`src/sv/mis_pkg.sv`:
```
// ----------------------------------------------------------------------------
// mis_pkg: shared types and codes for the magazine index sequencer
// Holds the request and result structs, the action, mode, sub-step and drive
// codes, and the default slot limit.
// ----------------------------------------------------------------------------
`default_nettype none

package mis_pkg;

  // Widths of the stream buses
  localparam int S_DATA_W = 16;
  localparam int S_USER_W = 3;
  localparam int M_DATA_W = 16;

  // Default number of slots in the magazine
  localparam int SLOT_COUNT_DEF = 4;
  // Largest value the slot counter holds
  localparam logic [2:0] SLOT_MAX = 3'd7;

  // Action codes
  localparam logic [2:0] ACT_TICK      = 3'd0;
  localparam logic [2:0] ACT_START     = 3'd1;
  localparam logic [2:0] ACT_NEXT_LOAD = 3'd2;
  localparam logic [2:0] ACT_NEXT_FIRE = 3'd3;
  localparam logic [2:0] ACT_UNKNOWN   = 3'd4;

  // Motor drive codes
  localparam logic [1:0] DRV_STOP = 2'd0;
  localparam logic [1:0] DRV_UP   = 2'd1;
  localparam logic [1:0] DRV_DOWN = 2'd2;

  // Mode codes
  localparam logic [2:0] M_FIRE    = 3'd0;
  localparam logic [2:0] M_LOAD    = 3'd1;
  localparam logic [2:0] M_TO_FIRE = 3'd2;
  localparam logic [2:0] M_TO_LOAD = 3'd3;
  localparam logic [2:0] M_UNKNOWN = 3'd4;

  // Sub-step codes
  localparam logic [2:0] S_IDLE     = 3'd0;
  localparam logic [2:0] S_LOAD_OFF = 3'd1;
  localparam logic [2:0] S_LOAD_ON  = 3'd2;
  localparam logic [2:0] S_BOTTOM   = 3'd3;
  localparam logic [2:0] S_FIRE_OFF = 3'd4;
  localparam logic [2:0] S_FIRE_ON  = 3'd5;
  localparam logic [2:0] S_TOP      = 3'd6;

  // One request: an action and a tick of switch readings
  typedef struct packed {
    logic [2:0] action;
    logic       at_top_limit;
    logic       at_bottom_limit;
    logic       loading_switch_on;
    logic       firing_switch_on;
    logic       lower_index_switch;
    logic       upper_index_switch;
    logic       top_end_switch;
    logic       bottom_end_switch;
    logic       kicker_stowed;
  } item_t;

  // One result: sequencer state after a request
  typedef struct packed {
    logic [1:0] motor_drive;
    logic [2:0] mode;
    logic [2:0] sub_step;
    logic [2:0] slot_position;
  } result_t;

endpackage

`default_nettype wire

```
`src/sv/magazine_index_sequencer_top.sv`:
```
// ----------------------------------------------------------------------------
// magazine_index_sequencer_top: up/down indexing magazine sequencer
// Usage:
//   Requests arrive on the slave stream (s_tvalid/s_tready), the action code
//   on s_tuser and the switch readings on s_tdata. Each request gives exactly
//   one result on the master stream (m_tvalid/m_tready): held motor drive,
//   mode, sub-step and slot position after that request.
//   From acceptance to m_tvalid a request goes into the request register,
//   then through the state update into the result register once that has
//   room. Requests are taken at one per cycle while the receiver does not
//   stall; the state update is combinational logic, so each request sees
//   the state left by the one before it.
//   When the receiver stalls, the result register holds its result and the
//   request register fills; s_tready drops once both are full and rises in
//   the cycle the result is taken.
//   Reset clears both stream registers and sets the state to position
//   unknown, sub-step idle, slot zero and motor stopped.
//   SLOT_COUNT sets the slot limit, capped at seven.
// ----------------------------------------------------------------------------
`default_nettype none

module magazine_index_sequencer_top #(
  parameter int SLOT_COUNT = mis_pkg::SLOT_COUNT_DEF
) (
  input  wire                           clk,
  input  wire                           rst,
  input  wire                           s_tvalid,
  output logic                          s_tready,
  // s_tdata: at_top_limit, at_bottom_limit, loading_switch_on, firing_switch_on,
  //          lower_index_switch, upper_index_switch, top_end_switch,
  //          bottom_end_switch, kicker_stowed, zero fill
  input  wire  [mis_pkg::S_DATA_W-1:0]  s_tdata,
  // s_tuser: action
  input  wire  [mis_pkg::S_USER_W-1:0]  s_tuser,
  output logic                          m_tvalid,
  input  wire                           m_tready,
  // m_tdata: motor_drive, mode, sub_step, slot_position, zero fill
  output logic [mis_pkg::M_DATA_W-1:0]  m_tdata
);
  import mis_pkg::*;

  item_t   item;
  result_t result_next;
  logic    item_valid;
  logic    out_free;
  logic    advance;

  // Move a held request into the result register when there is room
  assign advance = item_valid && out_free;

  mis_in_stage u_in_stage (
    .clk        (clk),
    .rst        (rst),
    .s_tvalid   (s_tvalid),
    .s_tready   (s_tready),
    .s_tdata    (s_tdata),
    .s_tuser    (s_tuser),
    .advance    (advance),
    .item_valid (item_valid),
    .item       (item)
  );

  mis_core #(
    .SLOT_COUNT (SLOT_COUNT)
  ) u_core (
    .clk         (clk),
    .rst         (rst),
    .advance     (advance),
    .item        (item),
    .result_next (result_next)
  );

  mis_out_stage u_out_stage (
    .clk         (clk),
    .rst         (rst),
    .load        (advance),
    .result_next (result_next),
    .out_free    (out_free),
    .m_tvalid    (m_tvalid),
    .m_tready    (m_tready),
    .m_tdata     (m_tdata)
  );

endmodule

`default_nettype wire

```
`src/sv/mis_in_stage.sv`:
```
// ----------------------------------------------------------------------------
// mis_in_stage: input request register
// Unpacks the slave stream into a request and holds it until the core takes
// it; takes a new request in the same cycle the held one moves on.
// ----------------------------------------------------------------------------
`default_nettype none

module mis_in_stage (
  input  wire                           clk,
  input  wire                           rst,
  input  wire                           s_tvalid,
  output logic                          s_tready,
  // s_tdata: at_top_limit, at_bottom_limit, loading_switch_on, firing_switch_on,
  //          lower_index_switch, upper_index_switch, top_end_switch,
  //          bottom_end_switch, kicker_stowed, zero fill
  input  wire  [mis_pkg::S_DATA_W-1:0]  s_tdata,
  // s_tuser: action
  input  wire  [mis_pkg::S_USER_W-1:0]  s_tuser,
  input  wire                           advance,
  output logic                          item_valid,
  output mis_pkg::item_t                item
);
  import mis_pkg::*;

  // Free when empty or when the held request moves on this cycle
  assign s_tready = !item_valid || advance;

  // Track occupancy
  always_ff @(posedge clk) begin
    if (rst) begin
      item_valid <= 1'b0;
    end else if (s_tready) begin
      item_valid <= s_tvalid;
    end
  end

  // Capture the payload
  always_ff @(posedge clk) begin
    if (s_tvalid && s_tready) begin
      item.action             <= s_tuser[2:0];
      item.at_top_limit       <= s_tdata[0];
      item.at_bottom_limit    <= s_tdata[1];
      item.loading_switch_on  <= s_tdata[2];
      item.firing_switch_on   <= s_tdata[3];
      item.lower_index_switch <= s_tdata[4];
      item.upper_index_switch <= s_tdata[5];
      item.top_end_switch     <= s_tdata[6];
      item.bottom_end_switch  <= s_tdata[7];
      item.kicker_stowed      <= s_tdata[8];
    end
  end

endmodule

`default_nettype wire

```
`src/sv/mis_core.sv`:
```
// ----------------------------------------------------------------------------
// mis_core: indexing state machine
// Keeps mode, sub-step, slot count and held drive, and works out their next
// values for one request in combinational logic.
// ----------------------------------------------------------------------------
`default_nettype none

module mis_core #(
  parameter int SLOT_COUNT = mis_pkg::SLOT_COUNT_DEF
) (
  input  wire                clk,
  input  wire                rst,
  input  wire                advance,
  input  mis_pkg::item_t     item,
  output mis_pkg::result_t   result_next
);
  import mis_pkg::*;

  // Slot limit, capped at what the counter holds
  localparam logic [2:0] SlotLimit =
    (SLOT_COUNT > 7) ? SLOT_MAX : 3'(SLOT_COUNT);

  logic [2:0] mode;
  logic [2:0] sub_step;
  logic [2:0] slot_count;
  logic [1:0] drive;

  logic [2:0] mode_next;
  logic [2:0] sub_step_next;
  logic [2:0] slot_count_next;
  logic [1:0] drive_next;
  logic [2:0] slot_bumped;

  // Saturating slot increment
  assign slot_bumped = (slot_count == SLOT_MAX) ? slot_count : slot_count + 3'd1;

  // Next-state logic
  always_comb begin
    mode_next       = mode;
    sub_step_next   = sub_step;
    slot_count_next = slot_count;
    drive_next      = drive;
    case (item.action)
      ACT_TICK: begin
        case (mode)
          M_FIRE, M_LOAD: begin
            sub_step_next = S_IDLE;
          end
          M_TO_LOAD: begin
            case (sub_step)
              S_IDLE: begin
                // Start a loading seek
                if (slot_count == 3'd0) begin
                  if (item.at_bottom_limit) begin
                    if (item.loading_switch_on) begin
                      drive_next      = DRV_STOP;
                      slot_count_next = 3'd1;
                      mode_next       = M_LOAD;
                    end else begin
                      sub_step_next = S_LOAD_ON;
                      drive_next    = DRV_UP;
                    end
                  end else begin
                    sub_step_next = S_BOTTOM;
                    drive_next    = DRV_DOWN;
                  end
                end else if (slot_count < SlotLimit) begin
                  sub_step_next = item.lower_index_switch ? S_LOAD_OFF : S_LOAD_ON;
                  drive_next    = DRV_UP;
                end
              end
              S_LOAD_OFF: begin
                if (!item.lower_index_switch) begin
                  sub_step_next = S_LOAD_ON;
                end
                if (item.kicker_stowed) begin
                  drive_next = DRV_UP;
                end
              end
              S_LOAD_ON: begin
                if (item.lower_index_switch) begin
                  drive_next      = DRV_STOP;
                  sub_step_next   = S_IDLE;
                  mode_next       = M_LOAD;
                  slot_count_next = slot_bumped;
                end else if (item.kicker_stowed) begin
                  drive_next = DRV_UP;
                end
              end
              S_BOTTOM: begin
                if (item.bottom_end_switch) begin
                  drive_next    = DRV_STOP;
                  sub_step_next = S_LOAD_ON;
                end
              end
              default: begin
                drive_next = DRV_STOP;
              end
            endcase
          end
          M_TO_FIRE: begin
            case (sub_step)
              S_IDLE: begin
                // Start a firing seek
                if (slot_count == 3'd0) begin
                  if (item.at_top_limit) begin
                    if (item.firing_switch_on) begin
                      drive_next      = DRV_STOP;
                      slot_count_next = 3'd1;
                      mode_next       = M_FIRE;
                    end else begin
                      sub_step_next = S_FIRE_ON;
                      drive_next    = DRV_DOWN;
                    end
                  end else begin
                    sub_step_next = S_TOP;
                    drive_next    = DRV_UP;
                  end
                end else if (slot_count < SlotLimit) begin
                  sub_step_next = item.upper_index_switch ? S_FIRE_OFF : S_FIRE_ON;
                  if (item.kicker_stowed) begin
                    drive_next = DRV_DOWN;
                  end
                end
              end
              S_FIRE_OFF: begin
                if (!item.upper_index_switch) begin
                  sub_step_next = S_FIRE_ON;
                end
                if (item.kicker_stowed) begin
                  drive_next = DRV_DOWN;
                end
              end
              S_FIRE_ON: begin
                if (item.upper_index_switch) begin
                  drive_next      = DRV_STOP;
                  sub_step_next   = S_IDLE;
                  mode_next       = M_FIRE;
                  slot_count_next = slot_bumped;
                end else if (item.kicker_stowed) begin
                  drive_next = DRV_DOWN;
                end
              end
              S_TOP: begin
                if (item.top_end_switch) begin
                  drive_next    = DRV_STOP;
                  sub_step_next = S_FIRE_ON;
                end
              end
              default: begin
                drive_next = DRV_STOP;
              end
            endcase
          end
          M_UNKNOWN: begin
            // Forget the position and start a firing seek from slot zero
            slot_count_next = 3'd0;
            mode_next       = M_TO_FIRE;
            if (item.at_top_limit) begin
              if (item.firing_switch_on) begin
                drive_next      = DRV_STOP;
                slot_count_next = 3'd1;
                mode_next       = M_FIRE;
              end else begin
                sub_step_next = S_FIRE_ON;
                drive_next    = DRV_DOWN;
              end
            end else begin
              sub_step_next = S_TOP;
              drive_next    = DRV_UP;
            end
          end
          default: begin
            mode_next = mode;
          end
        endcase
      end
      ACT_START: begin
        mode_next       = item.at_top_limit ? M_TO_FIRE : M_TO_LOAD;
        slot_count_next = 3'd0;
        sub_step_next   = S_IDLE;
      end
      ACT_NEXT_LOAD: begin
        mode_next     = M_TO_LOAD;
        sub_step_next = S_IDLE;
      end
      ACT_NEXT_FIRE: begin
        mode_next     = M_TO_FIRE;
        sub_step_next = S_IDLE;
      end
      ACT_UNKNOWN: begin
        mode_next = M_UNKNOWN;
      end
      default: begin
        mode_next = mode;
      end
    endcase
  end

  // Hand the new state to the result register
  assign result_next.motor_drive   = drive_next;
  assign result_next.mode          = mode_next;
  assign result_next.sub_step      = sub_step_next;
  assign result_next.slot_position = slot_count_next;

  // Update state once per request
  always_ff @(posedge clk) begin
    if (rst) begin
      mode       <= M_UNKNOWN;
      sub_step   <= S_IDLE;
      slot_count <= 3'd0;
      drive      <= DRV_STOP;
    end else if (advance) begin
      mode       <= mode_next;
      sub_step   <= sub_step_next;
      slot_count <= slot_count_next;
      drive      <= drive_next;
    end
  end

endmodule

`default_nettype wire

```
`src/sv/mis_out_stage.sv`:
```
// ----------------------------------------------------------------------------
// mis_out_stage: result register
// Holds one result on the master stream until the receiver takes it, and
// reports whether a new result can be loaded this cycle.
// ----------------------------------------------------------------------------
`default_nettype none

module mis_out_stage (
  input  wire                           clk,
  input  wire                           rst,
  input  wire                           load,
  input  mis_pkg::result_t              result_next,
  output logic                          out_free,
  output logic                          m_tvalid,
  input  wire                           m_tready,
  // m_tdata: motor_drive, mode, sub_step, slot_position, zero fill
  output logic [mis_pkg::M_DATA_W-1:0]  m_tdata
);
  import mis_pkg::*;

  result_t result;

  // Free when empty or when the held result is taken this cycle
  assign out_free = !m_tvalid || m_tready;

  // Track occupancy
  always_ff @(posedge clk) begin
    if (rst) begin
      m_tvalid <= 1'b0;
    end else if (load) begin
      m_tvalid <= 1'b1;
    end else if (m_tready) begin
      m_tvalid <= 1'b0;
    end
  end

  // Capture the result
  always_ff @(posedge clk) begin
    if (load) begin
      result <= result_next;
    end
  end

  // Pack the bus, first field lowest
  assign m_tdata = {5'd0, result.slot_position, result.sub_step, result.mode,
                    result.motor_drive};

endmodule

`default_nettype wire
```
`config.mk`:
```
export PLATFORM = sky130hd
export DESIGN_NAME = magazine_index_sequencer_top
export DESIGN_NICKNAME = d
export VERILOG_FILES = /design/src/sv/mis_pkg.sv /design/src/sv/magazine_index_sequencer_top.sv /design/src/sv/mis_in_stage.sv /design/src/sv/mis_core.sv /design/src/sv/mis_out_stage.sv
export SDC_FILE = /design/constraint.sdc
export NUM_CORES = 1
export LEC_CHECK = 0
export ABC_CLOCK_PERIOD_IN_PS = 2700
export BUFFER_PORTS_ARGS = -buffer_cell sky130_fd_sc_hd__buf_4
export CORE_ASPECT_RATIO = 0.8
export CORE_MARGIN = 2
export CORE_UTILIZATION = 56
export DETAILED_ROUTE_END_ITERATION = 10
export PLACE_DENSITY = 0.81
export SYNTH_ARGS = -nofsm -noshare
export SYNTH_HDL_FRONTEND = slang
export SYNTH_SLANG_ARGS = --single-unit
```
`constraint.sdc`:
```
create_clock -name clk -period 2.7 [get_ports clk]
set_input_delay 0.405 -clock clk [delete_from_list [all_inputs] [get_ports clk]]
set_output_delay 0.405 -clock clk [all_outputs]
set_load 0.005 [all_outputs]
```
==> results of run 1 <==
through the flow:
stage	utilization (%)	area, sq um
after floorplan	-	2384
after global placement	63.27	2610
after detailed placement	63.27	2610
after CTS	65.88	2718
after global routing	65.88	2718
final	65.88	2718
metal layers:
layer,wire length [um],track usage [%],share of wire [%]
met5,0,0,0
met4,85,10.23,1.5
met1,2560,36.13,45
met3,535,4.797,9.3
met2,2557,39.25,45
logic make-up after synthesis:
family,after synthesis,share of synthesized area [%]
flops,36,40.15
buf+inv,33,6.920
mux,2,0.8453
simple gates,112,26.04
xor+xnor,1,0.3699
fa+ha+maj,3,1.479
other cells,1,0.1583
compound gates,83,24.04
layout make-up:
type | count | area (sq um)
fillers | 347 | 1408
multi-input cells | 206 | 1269
flip-flops and latches | 36 | 950.9
repair buffers | 37 | 277.8
clock buffers | 6 | 72.57
well taps | 57 | 71.32
inverters | 11 | 41.29
clock inverters | 2 | 35.03
placed cells by master, fill, tap and decap left out, drive strengths merged, types with 5 or more instances in the layout:
cell type,synthesis,final
buf,14,37
nor2,24,24
edfxtp,23,23
a21oi,22,22
nand2,20,20
o21ai,17,17
dfxtp,13,13
inv,11,11
nor3,11,11
nand3,9,9
nor2b,7,7
nand2b,6,6
clkbuf,8,6
or3,5,5
conb,1,5
worst max-delay path, cell delays in order (launching register included):
cell and delay, ps:
dfxtp_1 370, inv_1 120, ha_1 390, or4b_4 550, o211a_1 290, a221oi_2 320
o22ai_1 120
path summary, 6_finish.rpt:
check	endpoint	slack, ps	cells past startpoint
setup / recovery	u_out_stage.m_tdata[9]$_DFFE_PP_	280	6
hold / removal	u_in_stage.item[11]$_DFFE_PP_	280	1
setup reg to reg	u_out_stage.m_tdata[9]$_DFFE_PP_	280	6
hold reg to reg	u_out_stage.m_tvalid$_SDFFE_PP0P_	520	2
state kept, by name, indices dropped and copies added, names as in the netlist:
| name | cells |
|---|---|
| u_core.mode | 3 |
| u_out_stage.m_tvalid | 1 |
| u_out_stage.m_tdata | 11 |
| u_core.drive | 2 |
| u_core.slot_count | 3 |
| u_in_stage.item | 12 |
| u_core.sub_step | 3 |
| u_in_stage.item_valid | 1 |
power by group:
| group | total [uW] | leakage, uW | switching [uW] | internal (uW) |
|---|---|---|---|---|
| Clock | 467 | 0.0000552 | 194 | 274 |
| Sequential | 641 | 0.000329 | 26.5 | 615 |
| Combinational | 191 | 0.000647 | 106 | 85.4 |
| Total | 1300 | 0.00103 | 326 | 974 |
==> metrics.txt, run 1 <==
status finished, final reports clean; Worst Tran Pin Value between 500 and 600 ps; Yosys top cell by area edfxtp_1; clk_lat worst skew 300 ps; initial core utilization 57.42%; pre-CTS setup slack roughly 340 ps; most numerous cell in the Yosys netlist nor2_1; Pre-antenna DRT Iters 5; Rows 21; CP Launch Type flop; Max Cap Viol 0; clock root buffer clkbuf_8; via count 2,205; vias in the first global route 2,062; register bit total from synthesis 36; Post-synth EDFFs 23; Final setup viols 0; post-DP HPWL slightly above 4 mm; DR iter-0 viols about 230; core area a little over 0.004 sq mm; Unique masters post-synth between 60 and 70; layout cells sized above 1 between 10% and 20%; port buffer count 28; largest net degree at the start of global routing 20; ant diodes 0; Seq/Total Area, Yosys between 40 and 50%; Final min period about 2400 ps; height of the chip slightly above 60 um; drt total wl 5.737 mm; Routed Antenna Nets 0; Fin Hold WS approximately 280 ps; P per Cell Area about 480 mW/mm^2; Arr. time, crit path about 2500 ps; Die ar. 0.004769 sq mm; Async SR Flop Fraction 0%; Placed Cells 347; WL/cell 16.16 um; CP endpoint kind flop; antenna violations before repair 0; maximum buffer depth of the clock tree 2; Global Route Usage Sum around a quarter; main area contributors after synthesis edfxtp_1 (29%), dfxtp_1 (11%), a21oi_1 (4.4%); synthesis warning total 0; post_cts resized 0; die width between 70 and 80 um; Layout Area Growth over Synthesis 14.74%; final RePlAce weighted congestion roughly 0.96; vias per cell 6.211; maximum VDD drop roughly 0.35 mV; mean post-synth cell area roughly 8.7 sq um; Synth top area share between 20 and 30%; post-route setup slack about 280 ps; P_leak 0.001030 uW; clock buffer count from CTS 5; Setup CP Type flop to flop; worst hold path type input pin to flop; Crit. Startpoint u_core.slot_count[1]$_SDFFE_PP0P_; Power, Total 1300 uW; WP data required around 2700 ps; # DRC 0; Max transition margin 61.47%; Reg2Reg Launch Point u_core.slot_count[1]$_SDFFE_PP0P_; hold_sp s_tuser[2]; Final Hold Fails 0; Mapped Area roughly 0.0024 sq mm; most common library cells after synthesis nor2_1 (24), edfxtp_1 (23), a21oi_1 (21); Achievable Freq approximately 0.41 GHz; Final #Nets about 320; Mapped Cells around 270; Non-Filler Instances roughly 360; Final Max Tran Viols 0; Post-CTS Setup Inserts 0; CTS tree yes; RSZ-0062 raised after global routing no; CP max FO 9; Main synth FF type edfxtp_1; io pins 41; first-pass GRT wire length around 9.7 mm; Hold-fix buffers, CTS 0; clk sinks 36; Post-Route Setup TNS 0 ps; H-tree depth 2; Final period util approximately 90%; total gr overflow 0; Worst-path clk slew approximately 70 ps; Final Skew around 6.6 ps
No activity file was read; power rests on OpenSTA's default activity.
==> run 2, diff against run 1 <==
- ABC_CLOCK_PERIOD_IN_PS: 2700 -> 2400
- CAP_MARGIN: not set -> 10
- clock period: 2.7 -> 2.4 ns (I/O delays scaled with it)
==> run 2 against run 1 <==
  * Die area unchanged
  * Global-route usage down 0.078 points
  * Fmax up 11%
  * Critical path type unchanged
  * Highest routed layer unchanged
==> metrics.txt, run 2 (same netlist as run 1, synthesis figures left out) <==
Final min period 2184 ps (-239.2 ps); Achievable Freq 0.4578 GHz (+11%); most frequent cells in the layout buf_4 (41), nor2_1 (24), edfxtp_1 (23), a21oi_1 (21), nand2_1 (20); post-DP HPWL 4.239 mm (+2.4%); maximum buffer depth of the clock tree 2 (unchanged); fin util 66.70% (+0.82 points); Final period util 91.01% (+1.3 points); die width 76.71 um (unchanged); worst path bufs/invs 2 (+1); Worst-path clk slew 80 ps (about the same); CP max FO 8 (-1); CP Launch Type flop; critical path, cell by cell inv_1 -> ha_1 -> buf_4 -> o21bai_1 -> a221oi_1 -> a31o_2 -> a221oi_2 -> o21ai_0; CTS tree yes; ant diodes 0 (unchanged); height of the chip 62.17 um (unchanged); status finished, final reports clean; io pins 41 (unchanged); Final Max Tran Viols 0 (unchanged); Max Cap Viol 0 (unchanged); Final Skew 9.543 ps (+2.902 ps); P_leak 0.001049 uW (+1.8%); Max transition margin 63.66% (+2.2 points); via count 2,255 (+2.3%); clk sinks 36 (unchanged); worst hold path type input pin to flop; total gr overflow 0 (unchanged); clk_lat worst skew 300 ps (about the same); Arr. time, crit path 2220 ps (-240 ps); initial core utilization 57.42% (unchanged); # DRC 0 (unchanged); Post-CTS Setup Inserts 0 (unchanged); CP peak stage delay 460 ps (-90 ps); Rows 21 (unchanged); antenna violations before repair 0 (unchanged); RSZ-0062 raised after global routing no; first-pass GRT wire length 9.722 mm (+0.22%); CP endpoint kind flop; largest net degree at the start of global routing 22 (+10%); worst r2r path cells 8 (+2); CP Depth 8 (+2); post_cts resized 0 (unchanged); P per Cell Area 537.6 mW/mm^2 (+12%); Top delay family on crit path compound AO/OA/AOI/OAI gates; Reg2Reg Launch Point u_core.slot_count[0]$_SDFFE_PP0P_; DR iter-0 viols 322 (+39%); Post-Route Setup TNS 0 ps (unchanged); Final #Nets 326 (+1.2%); vias per cell 6.281 (+1.1%); Hold Path Stages 1 (unchanged); WL/cell 15.97 um (-1.2%); WP data required 2440 ps (-300 ps); clock root buffer clkbuf_8; port buffer count 28 (unchanged); H-tree depth 2 (unchanged); drt total wl 5.732 mm (about the same); hold_sp s_tuser[1]; commonest non-fill, non-tap cell in the layout buf_4; clock buffer count from CTS 5 (unchanged); Final setup viols 0 (unchanged); layout cells sized above 1 20.53% (+1.4 points); Die ar. 0.004769 sq mm (unchanged); final RePlAce weighted congestion 0.9606 (+0.16%); Hold-fix buffers, CTS 0 (unchanged); core area 0.004125 sq mm (unchanged); Final Hold Fails 0 (unchanged); Reg with most FFs u_in_stage.item; Crit. Startpoint u_core.slot_count[0]$_SDFFE_PP0P_; Global Route Usage Sum 25.60% (-0.078 points); max FFs per register 12 (unchanged); Routed Antenna Nets 0 (unchanged); Setup CP Type flop to flop; maximum VDD drop 0.3296 mV (-6.3%); Pre-antenna DRT Iters 6 (+1); Worst Tran Pin Value 543.2 ps (-34.12 ps); Layout Area Growth over Synthesis 16.16%; vias in the first global route 2,022 (-1.9%); CP max-delay cell dfxtp_1
-- run 2: cell types whose count changed in the layout (fill, tap and decap cells not counted), sizes merged --
| cell | previous run | this run |
|---|---|---|
| clkinvlp | 0 | 1 |
| clkbuf | 6 | 5 |
| buf | 37 | 41 |
-- run 2: path summary, 6_finish.rpt --
check | to | slack [ps]
worst max-delay path | u_out_stage.m_tdata[1]$_DFFE_PP_ | 220
worst min-delay path | u_in_stage.item[10]$_DFFE_PP_ | 230
worst max register to register | u_out_stage.m_tdata[1]$_DFFE_PP_ | 220
worst min register to register | u_out_stage.m_tvalid$_SDFFE_PP0P_ | 530
-- run 2: stage by stage --
| stage | std cells | hold slack (ps) | area (sq um) | worst slack (ps) | total power, uW |
|---|---|---|---|---|---|
| 4_1_cts | 359 | 227.2 | 2751 | 270.8 | 1479 |
| 2_1_floorplan | 275 | 458.9 | 2384 | 289.3 | 873.2 |
| 3_5_place_dp | 351 | 515.2 | 2640 | 275.1 | 948.8 |
| 3_3_place_gp | 351 | 508.9 | 2640 | 276.1 | 946.3 |
| 5_1_grt | 359 | 224.5 | 2751 | 45.73 | 1538 |
| 6_report | 359 | 230.9 | 2751 | 215.7 | 1479 |
-- run 2: per-layer routing --
| layer | routed length, um | global-route usage, % | up-vias |
|---|---|---|---|
| li1 | - | - | 1065 |
| met1 | 2611 | 39.51 | 1043 |
| met2 | 2460 | 35.20 | 135 |
| met3 | 566 | 5.087 | 12 |
| met4 | 93 | 9.545 | 0 |
| met5 | 0 | 0 | - |
-- run 2: where the power goes --
part           internal, uW  switching [uW]
logic                  99.8             120
clock network           307             232
registers               691            29.0
-- run 2: layout make-up --
type                            instances  area, sq um
Multi-Input combinational cell        206         1269
Fill cell                             347         1374
Sequential cell                        36        950.9
Tap cell                               57        71.32
Clock inverter                          3        42.54
Clock buffer                            5        68.82
Timing Repair Buffer                   41        307.8
Inverter                               11        41.29
==> run 3, diff against run 2 <==
- ABC_CLOCK_PERIOD_IN_PS: 2400 -> not set
- CORE_MARGIN: 2 -> not set
==> run 3 against run 2 <==
  * Count of clock-buffer cells in the layout increased by 1
  * Via count up 1.2%
  * Sequential power about the same
  * Critical path depth unchanged
  * Non-clock buffer count rose by 1
  * Worst setup slack lost 57 ps
  * Power fell by 0.16%
  * Fmax shrank 2.5%
  * Combinational power grew 3%
  * Register-to-register slack got worse by 60 ps
  * Cell count down 0.28%
==> metrics.txt, run 3 (same netlist as run 1, synthesis figures left out) <==
Clk pwr share 36.1% (-0.3 points); # DRC 0 (unchanged); P per Cell Area 536.5 mW/mm^2 (-0.20%); Psw 376.5 uW (-1.2%); Int Pwr 1100 uW (+0.19%); CP max FO 8 (unchanged); maximum buffer depth of the clock tree 2 (unchanged); Final Skew 5.237 ps (-4.306 ps); post-route cell area 0.002753 sq mm (about the same); Rows 20 (-4.8%); initial core utilization 60.29% (+2.9 points); H-tree depth 2 (unchanged); Final Hold Fails 0 (unchanged); core area 0.003929 sq mm (-4.8%); DR WL met3 588 um (+3.9%); Post-CTS Setup Inserts 0 (unchanged); antenna violations before repair 0 (unchanged); Post-Route Setup TNS 0 ps (unchanged); CP peak stage delay 450 ps (about the same); CTS tree yes; most frequent cells in the layout buf_4 (42), nor2_1 (24), edfxtp_1 (23), a21oi_1 (21), nand2_1 (20); vias per cell 6.372 (+1.4%); commonest non-fill, non-tap cell in the layout buf_4; post_cts resized 0 (unchanged); DP Area 0.002645 sq mm (+0.19%); via count 2,281 (+1.2%); Max Cap Viol 0 (unchanged); Final min period 2241 ps (+56.87 ps); height of the chip 60.17 um (-3.2%); Met2 Wirelength 2.826 mm (+15%); Logic pwr share 15.3% (+0.4 points); io pins 41 (unchanged); first-pass GRT wire length 9.687 mm (-0.36%); status finished, final reports clean; P_leak 0.001055 uW (+0.63%); Setup CP Type flop to flop; Routed Antenna Nets 0 (unchanged); switching share of power 25.50% (-0.26 points); Max transition margin 63.64% (about the same); DR iter-0 viols 323 (+0.31%); Worst Tran Pin Value 543.4 ps (+0.2280 ps); final RePlAce weighted congestion 0.9853 (+2.6%); clock root buffer clkbuf_8; clk_lat worst skew 290 ps (about the same); die width 74.71 um (-2.6%); critical path, cell by cell inv_1 -> ha_1 -> buf_4 -> o21bai_1 -> a221oi_1 -> a31o_2 -> a221oi_2 -> o21ai_0; Global Route Usage Sum 29.37% (+3.8 points); max FFs per register 12 (unchanged); Final Max Tran Viols 0 (unchanged); port buffer count 28 (unchanged); Achievable Freq 0.4462 GHz (-2.5%); Final period util 93.38% (+2.4 points); register share of total power 48.6% (about the same); ant diodes 0 (unchanged); Worst-path clk slew 70 ps (about the same); Die ar. 0.004495 sq mm (-5.7%); CP endpoint kind flop; vias in the first global route 2,019 (-0.15%); clk sinks 36 (unchanged); total gr overflow 0 (unchanged); WL/cell 16.94 um (+6.1%); largest net degree at the start of global routing 26 (+18%); layout cells sized above 1 20.46% (-0.068 points); RSZ-0062 raised after global routing no; Max Used Layer met4; WP data required 2430 ps (about the same); Pre-antenna DRT Iters 7 (+1); post-DP HPWL 4.407 mm (+4.0%); Layout Area Growth over Synthesis 16.22% (about the same); maximum VDD drop 0.4519 mV (+37%); wire length on met1 2.602 mm (-0.34%); Reg with most FFs u_in_stage.item; worst hold path type input pin to flop; drt total wl 6.064 mm (+5.8%); clock buffer count from CTS 5 (unchanged); Hold-fix buffers, CTS 0 (unchanged); Final #Nets 327 (+0.31%); Arr. time, crit path 2280 ps (+60 ps); CP max-delay cell dfxtp_1; CP Launch Type flop; Final setup viols 0 (unchanged)
-- run 3: changes by cell type in the layout (fill, tap and decap cells not counted) --
| cell | before | now |
|---|---|---|
| clkbuf_1 | 0 | 1 |
| clkinvlp_4 | 1 | 0 |
| buf_4 | 41 | 42 |
-- run 3: power by group through the flow --
| stage | Sequential, uW | Combinational [uW] | Clock [uW] |
|---|---|---|---|
| after global routing | 721 | 247 | 561 |
| after CTS | 716 | 222 | 533 |
| final | 717 | 226 | 534 |
| after floorplan | 723 | 150 | 0 |
| after global placement | 729 | 216 | 0 |
| after detailed placement | 730 | 221 | 0 |
-- run 3: per-layer routing --
layer  vias to the layer above  global-route usage [%]
met2                       147                   45.82
met4                         0                   8.895
met5                         -                       0
met1                      1063                   40.74
li1                       1064                       -
met3                         7                   6.408
-- run 3: final timing paths --
check	slack, ps	to	startpoint	cells after the start
setup / recovery	160	u_out_stage.m_tdata[1]$_DFFE_PP_	u_core.slot_count[0]$_SDFFE_PP0P_	8
hold / removal	240	u_in_stage.item[10]$_DFFE_PP_	s_tuser[1]	1
setup reg to reg	160	u_out_stage.m_tdata[1]$_DFFE_PP_	u_core.slot_count[0]$_SDFFE_PP0P_	8
hold reg to reg	530	u_out_stage.m_tvalid$_SDFFE_PP0P_	u_in_stage.item_valid$_SDFFE_PP0N_	2
-- run 3: area by class of cell --
class | count | area (sq um)
fillers | 320 | 1176
clock inverters | 2 | 35.03
multi-input cells | 206 | 1269
inverters | 11 | 41.29
clock buffers | 6 | 72.57
well taps | 55 | 68.82
repair buffers | 42 | 315.3
flip-flops and latches | 36 | 950.9
-- run 3: critical path: cells and delay by family (launching register included) --
family | cells | cell delay [ps]
AO/OA/AOI/OAI | 5 | 1000
adder cells (fa/ha/maj) | 1 | 240
buffers and inverters | 2 | 280
flip-flops | 1 | 450
-- run 3: per-stage QoR --
stage / worst slack (ps) / util (%) / total power, uW / hold slack (ps) / cells
2_1_floorplan: 289.3 / - / 873.2 / 458.9 / 275
3_3_place_gp: 270.5 / 67.32 / 945.0 / 504.8 / 350
3_5_place_dp: 246.7 / 67.32 / 951.0 / 514.8 / 350
4_1_cts: 228.4 / 70.06 / 1471 / 237.5 / 358
5_1_grt: 71.98 / 70.06 / 1529 / 231.1 / 358
6_report: 158.9 / 70.06 / 1477 / 236.0 / 358
